**src/rtl/core/wdt_pkg.sv**
```systemverilog
// shared types and constants for the word and period tokenizer
`timescale 1ns / 1ps
`default_nettype none

package wdt_pkg;

  localparam logic [7:0] CharDot   = 8'h2E;
  localparam logic [7:0] CharSpace = 8'h20;
  localparam logic [7:0] CharTab   = 8'h09;
  localparam logic [7:0] CharNl    = 8'h0A;
  localparam logic [7:0] CharUpA   = 8'h41;
  localparam logic [7:0] CharUpZ   = 8'h5A;
  localparam logic [7:0] CharLoA   = 8'h61;
  localparam logic [7:0] CharLoZ   = 8'h7A;

  typedef enum logic [1:0] {
    KIND_WORD  = 2'd0,
    KIND_CWORD = 2'd1,
    KIND_DOT   = 2'd2,
    KIND_ERROR = 2'd3
  } token_kind_e;

  typedef enum logic [2:0] {
    S_RUN,
    S_RD,
    S_EMIT,
    S_DOT,
    S_ERR,
    S_HALT
  } state_e;

  typedef struct packed {
    logic store_letter;
    logic latch_char;
    logic rd_issue;
    logic rd_next;
    logic clear_word;
    logic emit_word;
    logic word_final;
    logic emit_dot;
    logic emit_err;
  } cmd_t;

  typedef struct packed {
    logic in_eos;
    logic in_letter;
    logic in_space;
    logic in_dot;
    logic word_empty;
    logic rd_last;
    logic out_free;
  } status_t;

endpackage

`default_nettype wire

```
**src/rtl/core/wdt_ctrl.sv**
```systemverilog
// controller state machine for the tokenizer
`timescale 1ns / 1ps
`default_nettype none

module wdt_ctrl
  import wdt_pkg::*;
(
  input  wire logic    clk_i,
  input  wire logic    rst_ni,
  input  wire logic    in_valid_i,
  output logic         in_ready_o,
  input  wire status_t status_i,
  output cmd_t         cmd_o
);

  state_e state_q, state_d;
  logic   dot_after_q, dot_after_d;
  logic   accept;

  always_ff @(posedge clk_i or negedge rst_ni) begin
    if (!rst_ni) begin
      state_q     <= S_RUN;
      dot_after_q <= 1'b0;
    end else begin
      state_q     <= state_d;
      dot_after_q <= dot_after_d;
    end
  end

  assign in_ready_o = (state_q == S_RUN) || (state_q == S_HALT);
  assign accept     = in_valid_i && in_ready_o;

  // next state
  always_comb begin
    state_d     = state_q;
    dot_after_d = dot_after_q;
    unique case (state_q)
      S_RUN: begin
        if (accept) begin
          priority if (status_i.in_eos) begin
            state_d = S_HALT;
          end else if (status_i.in_letter) begin
            state_d = S_RUN;
          end else if (status_i.in_space) begin
            if (!status_i.word_empty) begin
              state_d     = S_RD;
              dot_after_d = 1'b0;
            end
          end else if (status_i.in_dot) begin
            if (status_i.word_empty) begin
              state_d = S_DOT;
            end else begin
              state_d     = S_RD;
              dot_after_d = 1'b1;
            end
          end else begin
            state_d = S_ERR;
          end
        end
      end
      S_RD: begin
        state_d = S_EMIT;
      end
      S_EMIT: begin
        if (status_i.out_free) begin
          if (status_i.rd_last) begin
            state_d = dot_after_q ? S_DOT : S_RUN;
          end else begin
            state_d = S_RD;
          end
        end
      end
      S_DOT: begin
        if (status_i.out_free) begin
          state_d = S_RUN;
        end
      end
      S_ERR: begin
        if (status_i.out_free) begin
          state_d = S_HALT;
        end
      end
      S_HALT: begin
        state_d = S_HALT;
      end
      default: begin
        state_d = S_HALT;
      end
    endcase
  end

  // commands
  always_comb begin
    cmd_o = '0;
    unique case (state_q)
      S_RUN: begin
        if (accept && !status_i.in_eos) begin
          cmd_o.store_letter = status_i.in_letter;
          cmd_o.latch_char   = !status_i.in_letter && !status_i.in_space &&
                               !status_i.in_dot;
        end
      end
      S_RD: begin
        cmd_o.rd_issue = 1'b1;
      end
      S_EMIT: begin
        if (status_i.out_free) begin
          cmd_o.emit_word  = 1'b1;
          cmd_o.word_final = !dot_after_q;
          cmd_o.clear_word = status_i.rd_last;
          cmd_o.rd_next    = !status_i.rd_last;
        end
      end
      S_DOT: begin
        cmd_o.emit_dot = status_i.out_free;
      end
      S_ERR: begin
        cmd_o.emit_err = status_i.out_free;
      end
      S_HALT: begin
        cmd_o = '0;
      end
      default: begin
        cmd_o = '0;
      end
    endcase
  end

endmodule

`default_nettype wire

```
**src/rtl/core/wdt_datapath.sv**
```systemverilog
// word buffer, character classifier and output register
`timescale 1ns / 1ps
`default_nettype none

module wdt_datapath
  import wdt_pkg::*;
#(
  parameter int unsigned MAX_WORD_LEN = 16
) (
  input  wire logic       clk_i,
  input  wire logic       rst_ni,
  input  wire logic [7:0] in_char_i,
  input  wire logic       in_eos_i,
  input  wire cmd_t       cmd_i,
  output status_t         status_o,
  output logic            out_valid_o,
  input  wire logic       out_ready_i,
  output logic [7:0]      out_char_o,
  output logic            out_end_o,
  output logic [3:0]      out_user_o
);

  localparam int unsigned LW = $clog2(MAX_WORD_LEN + 1);
  localparam int unsigned IW = (MAX_WORD_LEN > 1) ? $clog2(MAX_WORD_LEN) : 1;
  localparam logic [LW-1:0] MaxLen = LW'(MAX_WORD_LEN);

  logic [7:0]    mem_q [MAX_WORD_LEN];
  logic [LW-1:0] len_q, len_d;
  logic [LW-1:0] rd_idx_q, rd_idx_d;
  logic          cap_q, cap_d;
  logic          ovf_q, ovf_d;
  logic [7:0]    rd_data_q;
  logic [7:0]    err_char_q;
  logic          out_valid_q, out_valid_d;
  logic [7:0]    out_char_q;
  logic          out_end_q;
  token_kind_e   out_kind_q;
  logic          out_trunc_q;
  logic          out_last_q;
  logic          is_upper;
  logic          is_lower;
  logic          room;
  logic          out_load;

  assign is_upper = (in_char_i >= CharUpA) && (in_char_i <= CharUpZ);
  assign is_lower = (in_char_i >= CharLoA) && (in_char_i <= CharLoZ);
  assign room     = (len_q < MaxLen);
  assign out_load = cmd_i.emit_word || cmd_i.emit_dot || cmd_i.emit_err;

  assign status_o.in_eos     = in_eos_i;
  assign status_o.in_letter  = is_upper || is_lower;
  assign status_o.in_space   = (in_char_i == CharSpace) || (in_char_i == CharTab) ||
                               (in_char_i == CharNl);
  assign status_o.in_dot     = (in_char_i == CharDot);
  assign status_o.word_empty = (len_q == '0);
  assign status_o.rd_last    = ((rd_idx_q + LW'(1)) == len_q);
  assign status_o.out_free   = !out_valid_q || out_ready_i;

  // word buffer
  always_ff @(posedge clk_i) begin
    if (cmd_i.store_letter && room) begin
      mem_q[len_q[IW-1:0]] <= in_char_i;
    end
    if (cmd_i.rd_issue) begin
      rd_data_q <= mem_q[rd_idx_q[IW-1:0]];
    end
  end

  always_comb begin
    len_d    = len_q;
    cap_d    = cap_q;
    ovf_d    = ovf_q;
    rd_idx_d = rd_idx_q;
    if (cmd_i.store_letter) begin
      if ((len_q == '0) && is_upper) begin
        cap_d = 1'b1;
      end
      if (room) begin
        len_d = len_q + LW'(1);
      end else begin
        ovf_d = 1'b1;
      end
    end
    if (cmd_i.rd_next) begin
      rd_idx_d = rd_idx_q + LW'(1);
    end
    if (cmd_i.clear_word) begin
      len_d    = '0;
      cap_d    = 1'b0;
      ovf_d    = 1'b0;
      rd_idx_d = '0;
    end
  end

  always_ff @(posedge clk_i or negedge rst_ni) begin
    if (!rst_ni) begin
      len_q    <= '0;
      cap_q    <= 1'b0;
      ovf_q    <= 1'b0;
      rd_idx_q <= '0;
    end else begin
      len_q    <= len_d;
      cap_q    <= cap_d;
      ovf_q    <= ovf_d;
      rd_idx_q <= rd_idx_d;
    end
  end

  always_ff @(posedge clk_i) begin
    if (cmd_i.latch_char) begin
      err_char_q <= in_char_i;
    end
  end

  // output register
  always_comb begin
    out_valid_d = out_valid_q;
    if (out_load) begin
      out_valid_d = 1'b1;
    end else if (out_ready_i) begin
      out_valid_d = 1'b0;
    end
  end

  always_ff @(posedge clk_i or negedge rst_ni) begin
    if (!rst_ni) begin
      out_valid_q <= 1'b0;
    end else begin
      out_valid_q <= out_valid_d;
    end
  end

  always_ff @(posedge clk_i) begin
    if (out_load) begin
      priority if (cmd_i.emit_word) begin
        out_kind_q  <= cap_q ? KIND_CWORD : KIND_WORD;
        out_char_q  <= rd_data_q;
        out_end_q   <= status_o.rd_last;
        out_trunc_q <= ovf_q;
        out_last_q  <= status_o.rd_last && cmd_i.word_final;
      end else if (cmd_i.emit_dot) begin
        out_kind_q  <= KIND_DOT;
        out_char_q  <= CharDot;
        out_end_q   <= 1'b1;
        out_trunc_q <= 1'b0;
        out_last_q  <= 1'b1;
      end else begin
        out_kind_q  <= KIND_ERROR;
        out_char_q  <= err_char_q;
        out_end_q   <= 1'b1;
        out_trunc_q <= 1'b0;
        out_last_q  <= 1'b1;
      end
    end
  end

  assign out_valid_o = out_valid_q;
  assign out_char_o  = out_char_q;
  assign out_end_o   = out_end_q;
  assign out_user_o  = {out_last_q, out_trunc_q, out_kind_q};

endmodule

`default_nettype wire

```
**src/rtl/core/word_dot_tokenizer.sv**
```systemverilog
// top level of the character stream word and period tokenizer
//
//   channel  dir  tdata           tlast          tuser
//   s_axis   in   char_code[7:0]  end_of_stream  -
//   m_axis   out  token_char[7:0] token_end      kind[1:0] truncated[2] last_result[3]
//
// a letter, a blank with no pending word and an end of stream are taken in the run state alone
// a word end replays the buffer, each stored letter through a read state and an emit state
// for the registered read of the word memory, then a dot state for a trailing dot
// an error or a dot alone passes to its own state, which emits once the output register is free
// reset is asynchronous and active low; the word memory needs no clearing
// a stalled output holds the replay; input is taken while a result waits
`timescale 1ns / 1ps
`default_nettype none

module word_dot_tokenizer
  import wdt_pkg::*;
#(
  parameter int unsigned MAX_WORD_LEN = 16
) (
  input  wire logic       clk_i,
  input  wire logic       rst_ni,
  input  wire logic       s_axis_tvalid_i,
  output logic            s_axis_tready_o,
  input  wire logic [7:0] s_axis_tdata_i,   // char_code[7:0]
  input  wire logic       s_axis_tlast_i,
  output logic            m_axis_tvalid_o,
  input  wire logic       m_axis_tready_i,
  output logic [7:0]      m_axis_tdata_o,   // token_char[7:0]
  output logic            m_axis_tlast_o,
  output logic [3:0]      m_axis_tuser_o    // token_kind[1:0], word_truncated, last_result
);

  cmd_t    cmd;
  status_t status;

  wdt_ctrl u_ctrl (
    .clk_i      (clk_i),
    .rst_ni     (rst_ni),
    .in_valid_i (s_axis_tvalid_i),
    .in_ready_o (s_axis_tready_o),
    .status_i   (status),
    .cmd_o      (cmd)
  );

  wdt_datapath #(
    .MAX_WORD_LEN (MAX_WORD_LEN)
  ) u_datapath (
    .clk_i       (clk_i),
    .rst_ni      (rst_ni),
    .in_char_i   (s_axis_tdata_i),
    .in_eos_i    (s_axis_tlast_i),
    .cmd_i       (cmd),
    .status_o    (status),
    .out_valid_o (m_axis_tvalid_o),
    .out_ready_i (m_axis_tready_i),
    .out_char_o  (m_axis_tdata_o),
    .out_end_o   (m_axis_tlast_o),
    .out_user_o  (m_axis_tuser_o)
  );

endmodule

`default_nettype wire

```
**config.mk**
```make
export PLATFORM = sky130hd
export DESIGN_NAME = word_dot_tokenizer
export DESIGN_NICKNAME = d
export VERILOG_FILES = /design/src/rtl/core/wdt_pkg.sv /design/src/rtl/core/wdt_ctrl.sv /design/src/rtl/core/wdt_datapath.sv /design/src/rtl/core/word_dot_tokenizer.sv
export SDC_FILE = /design/constraint.sdc
export NUM_CORES = 1
export LEC_CHECK = 0
export BUFFER_PORTS_ARGS = -buffer_cell sky130_fd_sc_hd__buf_2
export CORE_AREA = 2 2 114 138
export DETAILED_ROUTE_END_ITERATION = 8
export DIE_AREA = 0 0 116 140
export GPL_ROUTABILITY_DRIVEN = 0
export MAX_ROUTING_LAYER = met4
export PLACE_DENSITY = 0.65
export SLEW_MARGIN = 5
export SYNTH_ARGS = -nofsm -noshare
export SYNTH_HDL_FRONTEND = slang
export SYNTH_HIERARCHICAL = 1
export SYNTH_SLANG_ARGS = --single-unit
```
**constraint.sdc**
```tcl
create_clock -name clk_i -period 5.92 [get_ports clk_i]
set_input_delay 0.888 -clock clk_i [delete_from_list [all_inputs] [get_ports clk_i]]
set_output_delay 0.888 -clock clk_i [all_outputs]
set_load 0.05 [all_outputs]
```
* Yosys cells after proc, flatten, opt, wreduce, memory -nomap -nowiden
Memories as Yosys holds them, arrays and structs flattened. A register that Yosys moved wholly into a read port is not among the register bits. Index checks and enable logic that the tools add are counted.
Word-level totals: register bits after elaboration 38, RAM bits 128, input bits 13, word-level logic and storage cells 121, memories kept 1
Cells by class: $add $sub $neg 2, magnitude comparators 5, equality and inequality tests 18, mux-type cells 44, bitwise operators 2, reduce and logical (&&, ||, !) cells 36
Memories:
- u_datapath.mem_q | words 16, width 8, rd ports 1, clocked after Yosys merged registers in 1, write ports 1, line wdt_datapath.sv:27 | logic [7:0] mem_q [MAX_WORD_LEN];
Operator list (number):
- two-way mux 3 bit | 10
- two-way mux 5 bit | 5
- two-way mux 1 bit | 19
- == test 8 x 4 -> 1 bit (second input constant) | 2
- == test 8 x 6 -> 1 bit (second input constant) | 2
- >= comparator 8 x 7 -> 1 bit (second input constant) | 2
- less-or-equal comparator 8 x 7 -> 1 bit (second input constant) | 2
- two-way mux 8 bit | 2
- case mux 3 bit (5 select lines) | 1
- nonzero test 2 bit | 6
- adder 5 x 1 -> 5 bit (second input constant) | 2
- two-way mux 2 bit | 5
- logical AND 1 bit | 9
- two-way mux 4 bit | 2
- != test 2 x 1 -> 1 bit (second input constant) | 4
- logical NOT 1 bit | 7
- logical OR 1 bit | 7
- AND reduction 7 bit | 1
- == test 3 x 2 -> 1 bit (second input constant) | 2
- == test 3 bit (second input constant) | 2
- != test 2 bit (second input constant) | 3
- AND reduction 2 bit | 3
- == test 5 bit | 1
- logical NOT 5 bit | 1
- other kinds (6) | 7

* Longest topological paths before layout
Gate-level depths: netlist of the first run.
depth in word-level cells 11, depth in mapped cells 10, gate-level depth less buffers 9

* By module
Netlist of the first run, hierarchy kept.
By module, submodules not included:
- wdt_datapath | instances 1, cells an instance 372, area each 6871.6 µm², seq. area each 5039.8 µm²
- wdt_ctrl | instances 1, cells an instance 49, area each 391.6 µm², seq. area each 100.1 µm²

* Worst setup path after synthesis of the first run
No wires, ideal clock.
path type input -> register, start input port s_axis_tdata_i[0], end memory u_datapath.mem_q[3][0] (enable), arrival 3.108 ns, data required time 5.588 ns, path slack 2.480 ns, cell stages on the path 8, buffers on the path 1, path through a21oi_1 o21ai_0 nor3b_1 nor3b_1 nor2b_1 clkbuf_1 nor3b_1 and2_1
RTL lines:
- start, declared | line word_dot_tokenizer.sv:25 | input wire logic [7:0] s_axis_tdata_i,
- end, declared | line wdt_datapath.sv:27

==> results of run 1 <==
[worst paths after layout]
kind | from | endpoint | depth (start not counted)
worst max register to register | u_datapath/rd_idx_q[0]$_DFFE_PN0P_ | u_datapath/rd_idx_q[3]$_DFFE_PN0P_ | 9
max in group asynchronous | rst_ni | u_datapath/rd_idx_q[0]$_DFFE_PN0P_ | 1
worst max-delay path | s_axis_tdata_i[4] | u_datapath/mem_q[0][5]$_DFFE_PP_ | 9
worst min register to register | u_datapath/rd_data_q[4]$_DFFE_PP_ | u_datapath/out_char_o[4]$_DFFE_PP_ | 2
worst min-delay path | rst_ni | u_datapath/rd_idx_q[3]$_DFFE_PN0P_ | 1
min in group clk_i | u_datapath/rd_data_q[4]$_DFFE_PP_ | u_datapath/out_char_o[4]$_DFFE_PP_ | 2
[cell usage in the layout, fill, tap and decap left out, types with 2 or more instances in the layout]
cell       count
a21oi_1        7
a22o_1         3
a22oi_1       16
and2_1        20
and3_1         3
buf_2         27
buf_4          2
clkbuf_1       2
clkbuf_16     17
clkinv_1       3
clkinv_2       3
clkinv_4       4
dfrtp_1       16
edfxtp_1     157
ha_1           5
inv_1          8
mux2i_1        2
mux4_1        16
mux4_2        16
nand2_1       21
nand2b_1       3
nand3_1        2
nand4_1        3
nand4b_1       2
nor2_1        29
nor2b_1        7
nor3_1         7
nor3b_1        7
nor4b_1        2
o21ai_0        8
xnor2_1        5
xor2_1         9
[worst max-delay path, cell delays in order]
cell and delay (ns):
buf_2 0.35, nor3_1 0.11, nand2_1 0.09, o21ai_0 0.11, nor3b_1 0.77, nor3b_1 0.44
nor2b_1 0.72, nor3b_1 0.41, and2_1 0.44
[routing by layer]
metal	up-vias	global-route usage [%]
li1	1701	-
met1	1932	24.59
met2	97	29.79
met3	23	5.322
met4	0	8.897
met5	-	-
[metrics by stage]
| stage | total power (W) | std cells |
|---|---|---|
| final | 0.002970 | 660 |
| after global routing | 0.003088 | 660 |
| after CTS | 0.002995 | 660 |
| after detailed placement | 0.001994 | 629 |
| after global placement | 0.001983 | 629 |
| after floorplan | 0.001885 | 421 |
[cell type report]
class | count | area share, %
multi-input combinational | 214 | 24.05
inverter | 8 | 0.3734
clock buffer | 19 | 5.383
tap | 204 | 3.174
timing repair buffer | 29 | 1.867
clock inverter | 12 | 1.229
sequential | 174 | 63.92
[cells by family (layout without fill, tap and decap cells)]
family,count (synthesis),count (layout),synth area share [%]
AO/OA/AOI/OAI,49,49,4.652
buffers and inverters,33,68,2.601
XOR/XNOR,14,14,1.688
multiplexers,34,34,11.03
flip-flops,174,174,70.77
adder cells (fa/ha/maj),5,5,0.8613
AND/OR/NAND/NOR,112,112,8.407
[registers in the layout, indices dropped and copies added (netlist names)]
register / flops
u_datapath/out_char_o: 8
u_datapath/rd_idx_q: 5
u_datapath/out_trunc_q: 1
u_datapath/mem_q: 128
u_ctrl/state_q: 3
u_ctrl/dot_after_q: 1
u_datapath/out_valid_o: 1
u_datapath/rd_data_q: 8
u_datapath/cap_q: 1
u_datapath/out_kind_q: 2
u_datapath/out_end_o: 1
u_datapath/err_char_q: 8
u_datapath/out_last_q: 1
u_datapath/len_q: 5
u_datapath/ovf_q: 1
[power groups by stage]
| stage | sequential [W] | clock (W) | combinational, W |
|---|---|---|---|
| 6_report | 0.00149 | 0.00101 | 0.000470 |
| 5_1_grt | 0.00150 | 0.00108 | 0.000505 |
| 4_1_cts | 0.00149 | 0.00103 | 0.000475 |
| 3_5_place_dp | 0.00152 | 0 | 0.000473 |
| 3_3_place_gp | 0.00152 | 0 | 0.000466 |
| 2_1_floorplan | 0.00149 | 0 | 0.000395 |
==> results_dict.tcl, run 1 <==
set metrics [dict create \
    syn_area_per_cell_um2 17.25 \
    fp.dieW_um 116 \
    ys_async_sr_fraction_pct 9.770 \
    first_pass_iters 6 \
    ff_latch_area_mm2 0.005141 \
    crit_required_ns 6.00 \
    synth_nets 439 \
    switching_power_w 0.0007965 \
    grt_first_pass_wirelength_um 22060 \
    crit_path_end_kind "flop" \
    period_share_pct 71.95 \
    outcome "finished clean" \
    rsz0062_at_grt "no" \
    critPathKind "in2reg" \
    dieArea_mm2 0.01624 \
    setup_slack_ns 1.661 \
    vias_per_cell 5.686 \
    wl_per_cell_um 21.52 \
    crit_arrival_ns 4.34 \
    ant_nets 0 \
    cts_root_buf "clkbuf_16" \
    maxCapViolCount 0 \
    final_area_mm2 0.008043 \
    yosysWarnings 6 \
    antenna_found_initial 0 \
    multi_input_area_mm2 0.001934 \
    cts.sinks 174 \
    cp-start-kind "primary input" \
    power_frac_seq_pct 50.2 \
    netlist_top_cells_count "edfxtp_1 (157), nor2_1 (29), nand2_1 (21), and2_1 (20), dfrtp_1 (17)" \
    nFillCells 1193 \
    power.density_mw_per_mm2 369.3 \
    setup_viol 0 \
    combPwrFrac_pct 15.8 \
    pre_cts_ws_ns 1.287 \
    hold_viol 0 \
    drive_gt1_share_pct 16.45 \
    cts_hold_buf 0 \
    yosysMostFrequentCell "edfxtp_1" \
    worst_slew_pin_slew_ns 1.151 \
    grt_pass1_vias 3824 \
    swShare_pct 26.81 \
    p_clk_share_pct 33.9 \
    fin_setup_tns_ns 0 \
    utilization_pct 54.21 \
    yosys.area.top_type "edfxtp_1" \
    cts_resized 0 \
    die_h_um 140 \
    grt_max_degree 38 \
    layout_min_cycle_time_ns 4.259 \
    wl_met3_um 681 \
    max_slew_margin_pct 23.27 \
    worstPathMaxFanout 20 \
    wl_met2_um 7182 \
    slew_violations 0 \
    cts_buffers 17 \
    max_freq_mhz 234.8 \
    cts_setup_buffers 0 \
    nNetsFinal 462 \
    internal_power_w 0.002174 \
    synth_edf_count 157 \
    via_count 3753 \
    track_usage_pct 19.56 \
    syn_area_mm2 0.007263 \
    p_leak_nw 2.702 \
    synth_flop_cell "edfxtp_1" \
    r2r_setup_slack_ns 2.26 \
    ys_seq_elements 174 \
    placementRows 49 \
    hold_class "in2async" \
    h-tree-depth 4 \
    areaGrowthSynthToFinish_pct 10.73 \
    port_buffers 27 \
    drt_iter0_drc 368 \
    post-route-drc-count 0 \
    yosysUniqueCellTypes 52 \
    netlist.area_leader.share_pct 64.91 \
    synth_area_leaders "edfxtp_1 (65%), dfrtp_1 (5.9%), mux4_1 (5.8%), mux4_2 (5.0%), and2_1 (1.7%)" \
    holdWs_ns 0.3900 \
    syn-instance-count 421 \
    irDropWorstVdd_v 0.0001875 \
    core_mm2 0.01484 \
    worstSkewPairLatency_ns 0.43 \
    io_pins 28 \
    cts_tree "done" \
    grt_overflow 0 \
    dpl_cell_area_mm2 0.007511 \
    highest_layer "met4" \
    cts.reportedPaths.clkPinSlew_ns 0.06 \
    ctsLongestPathBuffers 2 \
    ys_seq_area_share_pct 70.77 \
    routed_wl_um 14200 \
    hpwlAfterDp_um 9258 \
    antenna_cells 0 \
    start_util_pct 48.95 \
    clock_skew_ns 0.009393 \
    wl_met1_um 5995 \
]
Note: power is estimated with default switching activity, not from simulation.
==> run 2: changes to the inputs <==
- PLACE_DENSITY: 0.65 -> 0.68
- clock period: 5.92 -> 3.9 ns (I/O delays scaled with it)
==> run 2 against run 1 <==
Against the previous run:
- utilization grew 0.94 points
- cell area grew 1.7%
- global-route usage grew 0.65 points
- critical path depth grew 2
- clock power grew 65%
- die area is the same
- clock skew shrank 0.0017 ns
- sequential cell count is the same
- largest power group unchanged
==> results_dict.tcl, run 2 (same netlist as run 1, synthesis figures left out) <==
set metrics [dict create \
    outcome "finished clean" \
    fp.dieW_um 116 \
    cts_tree "done" \
    power_frac_seq_pct 46.7 \
    final_cell_mix "edfxtp_1 (157), nor2_1 (29), buf_2 (27), nand2_1 (21), and2_1 (20)" \
    drive_gt1_share_pct 19.66 \
    die_h_um 140 \
    grt_pass1_vias 3767 \
    hold_class "in2async" \
    power.density_mw_per_mm2 569.6 \
    track_usage_pct 20.21 \
    grt_max_degree 37 \
    layout_min_cycle_time_ns 2.997 \
    worst-path-buf-inv 3 \
    ctsLongestPathBuffers 2 \
    dieArea_mm2 0.01624 \
    r2r_setup_slack_ns 0.92 \
    cts_resized 0 \
    cp-start-kind "primary input" \
    setup_viol 0 \
    areaGrowthSynthToFinish_pct 12.64 \
    grt_first_pass_wirelength_um 22780 \
    critPathKind "in2reg" \
    drt_iter0_drc 376 \
    utilization_pct 55.14 \
    crit_chain "buf_2, nor2_1, nand2_1, o21ai_0, nor3b_1, buf_4, nor3b_1, nor2b_1, buf_4, nor3b_1, and2_1" \
    placementRows 49 \
    wl_met2_um 7336 \
    port_buffers 27 \
    worstPathMaxFanout 21 \
    p_leak_nw 2.785 \
    cts_hold_buf 0 \
    start_util_pct 48.95 \
    wl_met3_um 696 \
    wl_per_cell_um 21.84 \
    cp_top_family "simple AND/OR/NAND/NOR gates" \
    crit_slowest_cell "and2_1" \
    rsz0062_at_grt "no" \
    grt_overflow 0 \
    layout_commonest_cell "edfxtp_1" \
    antenna_cells 0 \
    slew_violations 0 \
    cts_buffers 17 \
    irDropWorstVdd_v 0.0002975 \
    h-tree-depth 4 \
    post-route-drc-count 0 \
    internal_power_w 0.003398 \
    antenna_found_initial 0 \
    swShare_pct 27.09 \
    routed_wl_um 14680 \
    crit_path_end_kind "flop" \
    critPathMaxStageDelay_ns 0.45 \
    cts_setup_buffers 0 \
    cts.reportedPaths.clkPinSlew_ns 0.07 \
    io_pins 28 \
    first_pass_iters 5 \
    p_clk_share_pct 35.8 \
    maxCapViolCount 0 \
    wl_met1_um 6348 \
    cts_root_buf "clkbuf_16" \
    crit_path_frequent_cell "nor3b_1" \
    hpwlAfterDp_um 9593 \
    hold_viol 0 \
    cts.sinks 174 \
    max_freq_mhz 333.6 \
    switching_power_w 0.001262 \
    worst_slew_pin_slew_ns 0.7483 \
    vias_per_cell 5.662 \
    fin_setup_tns_ns 0 \
    combPwrFrac_pct 17.4 \
    nNetsFinal 473 \
    max_slew_margin_pct 50.01 \
    crit_required_ns 3.99 \
    period_share_pct 76.85 \
    worstSkewPairLatency_ns 0.43 \
    via_count 3805 \
    crit_arrival_ns 3.09 \
    clock_skew_ns 0.007681 \
    largest_register_ffs 128 \
    core_mm2 0.01484 \
    ant_nets 0 \
    highest_layer "met4" \
]
## run 2: final timing paths
path	from	to	depth (start not counted)
max	s_axis_tdata_i[3]	u_datapath/mem_q[0][7]$_DFFE_PP_	11
min	rst_ni	u_ctrl/state_q[0]$_DFFE_PN0P_	1
max reg2reg	u_datapath/rd_idx_q[0]$_DFFE_PN0P_	u_datapath/rd_idx_q[3]$_DFFE_PN0P_	9
min reg2reg	u_datapath/rd_data_q[4]$_DFFE_PP_	u_datapath/out_char_o[4]$_DFFE_PP_	2
max in group asynchronous	rst_ni	u_datapath/rd_idx_q[0]$_DFFE_PN0P_	1
min in group clk_i	s_axis_tvalid_i	u_ctrl/state_q[2]$_DFFE_PN0P_	3
## run 2: power by group through the flow
stage / clock network (W) / logic [W] / registers, W
5_1_grt: 0.00177 / 0.000873 / 0.00219
2_1_floorplan: 0 / 0.000600 / 0.00226
3_3_place_gp: 0 / 0.000807 / 0.00222
3_5_place_dp: 0 / 0.000817 / 0.00222
4_1_cts: 0.00169 / 0.000818 / 0.00218
6_report: 0.00167 / 0.000812 / 0.00218
## run 2: through the flow
step | cells | hold slack (ns) | power, W | setup slack [ns] | area [um2]
finish | 672 | 0.08844 | 0.004660 | 0.9028 | 8182
global route | 672 | 0.1014 | 0.004830 | 0.6236 | 8182
CTS | 672 | 0.08031 | 0.004686 | 0.9143 | 8182
detailed placement | 640 | 0.5141 | 0.003034 | 0.4933 | 7594
global placement | 640 | 0.5063 | 0.003024 | 0.6007 | 7594
floorplan | 421 | 0.2894 | 0.002861 | 0.7634 | 7263
## run 2: metal layers
layer / up-vias / global-route usage, %
li1: 1721 / -
met1: 1962 / 27.31
met2: 99 / 30.41
met3: 23 / 4.630
met4: 0 / 7.206
met5: - / -
## run 2: cell type report
cell class	count	area, um2
Tap cell	204	255.2
Timing Repair Buffer	40	232.7
Fill cell	1171	6655
Multi-Input combinational cell	214	1934
Inverter	8	30.03
Sequential cell	174	5141
Clock buffer	17	425.4
Clock inverter	15	162.7
